`src/rtl/swmr_pkg.sv`:
```
// ---------------------------------------------------------------------------
// swmr_pkg: shared types and constants
// Sizes of the sample window and the token that sweeps the cell chain.
// ---------------------------------------------------------------------------
`default_nettype none

package swmr_pkg;

  localparam int MAX_WINDOW  = 64;
  localparam int SAMPLE_BITS = 16;
  localparam int CFG_W       = 7;
  localparam int CNT_W       = $clog2(MAX_WINDOW + 1);
  localparam int WIDE_W      = (CNT_W > CFG_W) ? CNT_W : CFG_W;

  typedef logic [SAMPLE_BITS-1:0] sample_t;
  typedef logic [CNT_W-1:0]       count_t;

  typedef struct packed {
    logic    valid;
    sample_t hi;
    sample_t lo;
    count_t  rem;
  } token_t;

endpackage

`default_nettype wire

```
`src/rtl/swmr_cell.sv`:
```
// ---------------------------------------------------------------------------
// swmr_cell: one window position
// Holds one sample, shifts it on to the next cell on an accepted item, and
// folds its sample into the passing max/min token while entries remain.
// ---------------------------------------------------------------------------
`default_nettype none

module swmr_cell
  import swmr_pkg::*;
(
  input  wire logic    clk_i,
  input  wire logic    rst_ni,
  input  wire logic    shift_i,
  input  wire sample_t data_i,
  output sample_t      data_o,
  input  wire token_t  tok_i,
  output token_t       tok_o
);

  sample_t data_q;
  token_t  tok_q, tok_d;
  logic    take;

  always_ff @(posedge clk_i) begin
    if (shift_i) begin
      data_q <= data_i;
    end
  end

  always_comb begin
    take  = tok_i.valid && (tok_i.rem != '0);
    tok_d = tok_i;
    if (take) begin
      if (data_q > tok_i.hi) begin
        tok_d.hi = data_q;
      end
      if (data_q < tok_i.lo) begin
        tok_d.lo = data_q;
      end
      tok_d.rem = tok_i.rem - count_t'(1);
    end
  end

  always_ff @(posedge clk_i or negedge rst_ni) begin
    if (!rst_ni) begin
      tok_q.valid <= 1'b0;
      tok_q.hi    <= '0;
      tok_q.lo    <= '0;
      tok_q.rem   <= '0;
    end else begin
      tok_q <= tok_d;
    end
  end

  assign data_o = data_q;
  assign tok_o  = tok_q;

endmodule

`default_nettype wire

```
`config.mk`:
```
export PLATFORM = sky130hd
export DESIGN_NAME = swmr_cell
export DESIGN_NICKNAME = d
export VERILOG_FILES = /design/src/rtl/swmr_pkg.sv /design/src/rtl/swmr_cell.sv
export SDC_FILE = /design/constraint.sdc
export NUM_CORES = 1
export LEC_CHECK = 0
export BUFFER_PORTS_ARGS = -buffer_cell sky130_fd_sc_hd__buf_4
export CORE_AREA = 2 2 56 111
export CTS_CLUSTER_DIAMETER = 150
export CTS_CLUSTER_SIZE = 25
export DETAILED_ROUTE_END_ITERATION = 10
export DIE_AREA = 0 0 58 113
export GPL_ROUTABILITY_DRIVEN = 1
export GPL_TIMING_DRIVEN = 0
export PLACE_DENSITY = 0.84
export SETUP_SLACK_MARGIN = 0.4
export SLEW_MARGIN = 10
export SYNTH_ARGS = -nofsm -noshare
export SYNTH_HDL_FRONTEND = slang
export SYNTH_SLANG_ARGS = --single-unit
```
`constraint.sdc`:
```
create_clock -name clk_i -period 5.45 [get_ports clk_i]
set_input_delay 0.545 -clock clk_i [delete_from_list [all_inputs] [get_ports clk_i]]
set_output_delay 0.545 -clock clk_i [all_outputs]
set_load 0.005 [all_outputs]
```
==> metrics.txt <==
status finished clean; fmax 384 MHz; CTS buffer count 5; CTS root buffer clkbuf_16; Area Growth Syn to Fin 36.6%; chip height 113 µm; register area share after synthesis 50.6%; worst path arrival time 2.78 ns; most common cell after layout, fill and taps aside buf_4; pre-CTS WS 2.68 ns; met2 routed WL 3.88 mm; ys async rst share 71.4%; Final WS setup 2.84 ns; row count 39; via count 2139; synthesized cell area 2930 µm²; CP endpoint kind flip-flop; Max rail drop VDD 0.000369 V; DR iter-0 viols 40; WL met3 357 µm; Clk pwr share 29.5%; max_slew headroom 66.6%; gpl congestion 0.761; Worst Max-Slew Pin Slew 0.501 ns; total global routing overflow 0; filler cell count 441; total of warnings raised by yosys 0; diodes inserted 0; TritonCTS clock tree yes; Cell Pwr Density 262 nW/µm²; share of cells above drive strength 1 47.1%; cell count after synthesis 226; top_reg_cell synth dfrtp_1; # setup viols final 0; Final Max Tran Viols 0; average size of a mapped cell 12.9 µm²; slowest stage cell on the critical path edfxtp_1; crit share post-route 47.8%; Port-buffer cells 114; WP data required 5.63 ns; clk_lat worst skew 0.29 ns; Net Sw Power 0.260 mW; Syn Nets 318; max incr delay on CP 0.48 ns; Crit path max-delay family simple AND/OR/NAND/NOR gates; FF/Latch Area 1480 µm²; Die W 58 µm; Crit Path Category flip-flop to flip-flop; Fin. Hold Viols 0; initial antenna violation count 0; number of global-route vias before repair 2273; H-tree Lvls 2; routed len/inst 16.2 µm; DRC violation count after routing 0; Detailed Route WL 6.61 mm; synthesized flop and latch total 56; cts hold-fix bufs 0; Post CTS Setup Buffer Count 0; # nets final 439; clock sinks 56; I/O Pins 115; Lkg Pwr 1.99 nW; switch share 24.8%; area of the multi-input gates 1280 µm²; Global Route Usage Sum 21.6%; Final Cell Area 4000 µm²; max-cap check violation count 0; largest net degree at the start of global routing 41; Metal-1 WL 2.16 mm; internal power 0.786 mW; combinational share of power 23.0%; hpwl dp 5.33 mm; CTS Buffer Depth 2; Pre-antenna DRT Iters 4; Core Box Area 5660 µm²; Reg2Reg Depth 7; Worst path depth 7; placed cell areas 3860 µm²; EDFF count, synth 16; RSZ-0062 raised after global routing false; critical path fanouts, max 10; die area 6550 µm²; top layer in use met4; drt via density 5.23; Routed Antenna Nets 0; crit path cell chain ha_1, nand4_1, nor4_4, o21ai_2, a31oi_4, buf_12, mux2_4; min-delay worst type primary input to asynchronous set/reset pin; Buf/Inv on CP 1; Initial Utilization 51.7%; post-CTS resize count 0; Period minus WS final 2.61 ns; setup TNS 0 ns; most frequent cells in the layout 114 x buf_4, 40 x dfrtp_1, 35 x inv_1; first-pass GRT wire length 10.5 mm; sequential power share 47.6%; Critical Path Source Type flip-flop; Final Skew 0.00722 ns; synth unique cells 39; clock slew at reported path FFs 0.07 ns
## stage by stage
step	hold WS [ns]	cells	util, %	power (mW)
3_5_place_dp	0.550	401	68.2	0.748
2_1_floorplan	0.249	226	-	0.613
3_3_place_gp	0.548	401	68.2	0.738
4_1_cts	0.233	409	70.6	1.06
5_1_grt	0.270	409	70.6	1.09
6_report	0.218	409	70.6	1.05
## cell families after synthesis
family / synth area share [%]
mux: 13.6
simple gates: 7.27
fa+ha+maj: 14.1
xor+xnor: 1.80
flops: 50.6
compound gates: 7.05
buf+inv: 5.56
## worst register-to-register path, stage by stage, from the launching register on
cell	delay, ns
edfxtp_1	0.48
ha_1	0.35
nand4_1	0.24
nor4_4	0.41
o21ai_2	0.12
a31oi_4	0.38
buf_12	0.20
mux2_4	0.31
## state kept, by name, indices dropped and copies added, names as in the netlist
signal / cells
data_o: 16
tok_o: 40
## layer usage
metal / GRT usage, % / vias to the layer above
met5: 0 / -
met4: 11.0 / 0
met3: 4.11 / 14
met2: 41.0 / 79
met1: 20.9 / 1018
li1: - / 1028
## Yosys cell counts, types with 4 or more instances
library cell	instances	share of area (%)
inv_1	35	4.5
nand4_1	4	0.85
mux2_4	10	5.1
nor2_1	4	0.51
ha_1	33	14
o21ai_0	6	1.0
xnor2_1	4	1.2
a21oi_1	9	1.5
nand2_1	9	1.2
mux2_2	21	8.1
edfxtp_1	16	16
nor3_1	6	1.0
dfrtp_1	40	34
## power by group through the flow
stage	logic, mW	registers (mW)	clock network, mW
finish	0.240	0.497	0.308
global route	0.264	0.502	0.327
CTS	0.243	0.498	0.314
detailed placement	0.242	0.506	0
global placement	0.233	0.504	0
floorplan	0.107	0.506	0
## worst paths after layout
path / from / endpoint / slack, ns
setup reg to reg: data_o[13] / tok_o[34] / 2.84
setup / recovery: data_o[13] / tok_o[34] / 2.84
hold reg to reg: data_o[0] / tok_o[23] / 0.58
max in group asynchronous: rst_ni / tok_o[18] / 4.89
hold / removal: rst_ni / tok_o[10] / 0.22
min in group clk_i: tok_i[39] / tok_o[39] / 0.39
## layout make-up
type                    instances  share of cell area, %
multi-input cells             133                   32.1
flip-flops and latches         56                   37.1
clock inverters                 1                  0.125
repair buffers                114                   21.4
well taps                      61                   1.91
inverters                      35                   3.29
plain buffers                   2                  0.783
clock buffers                   7                   3.32
Power figures use the tool's default switching activity.
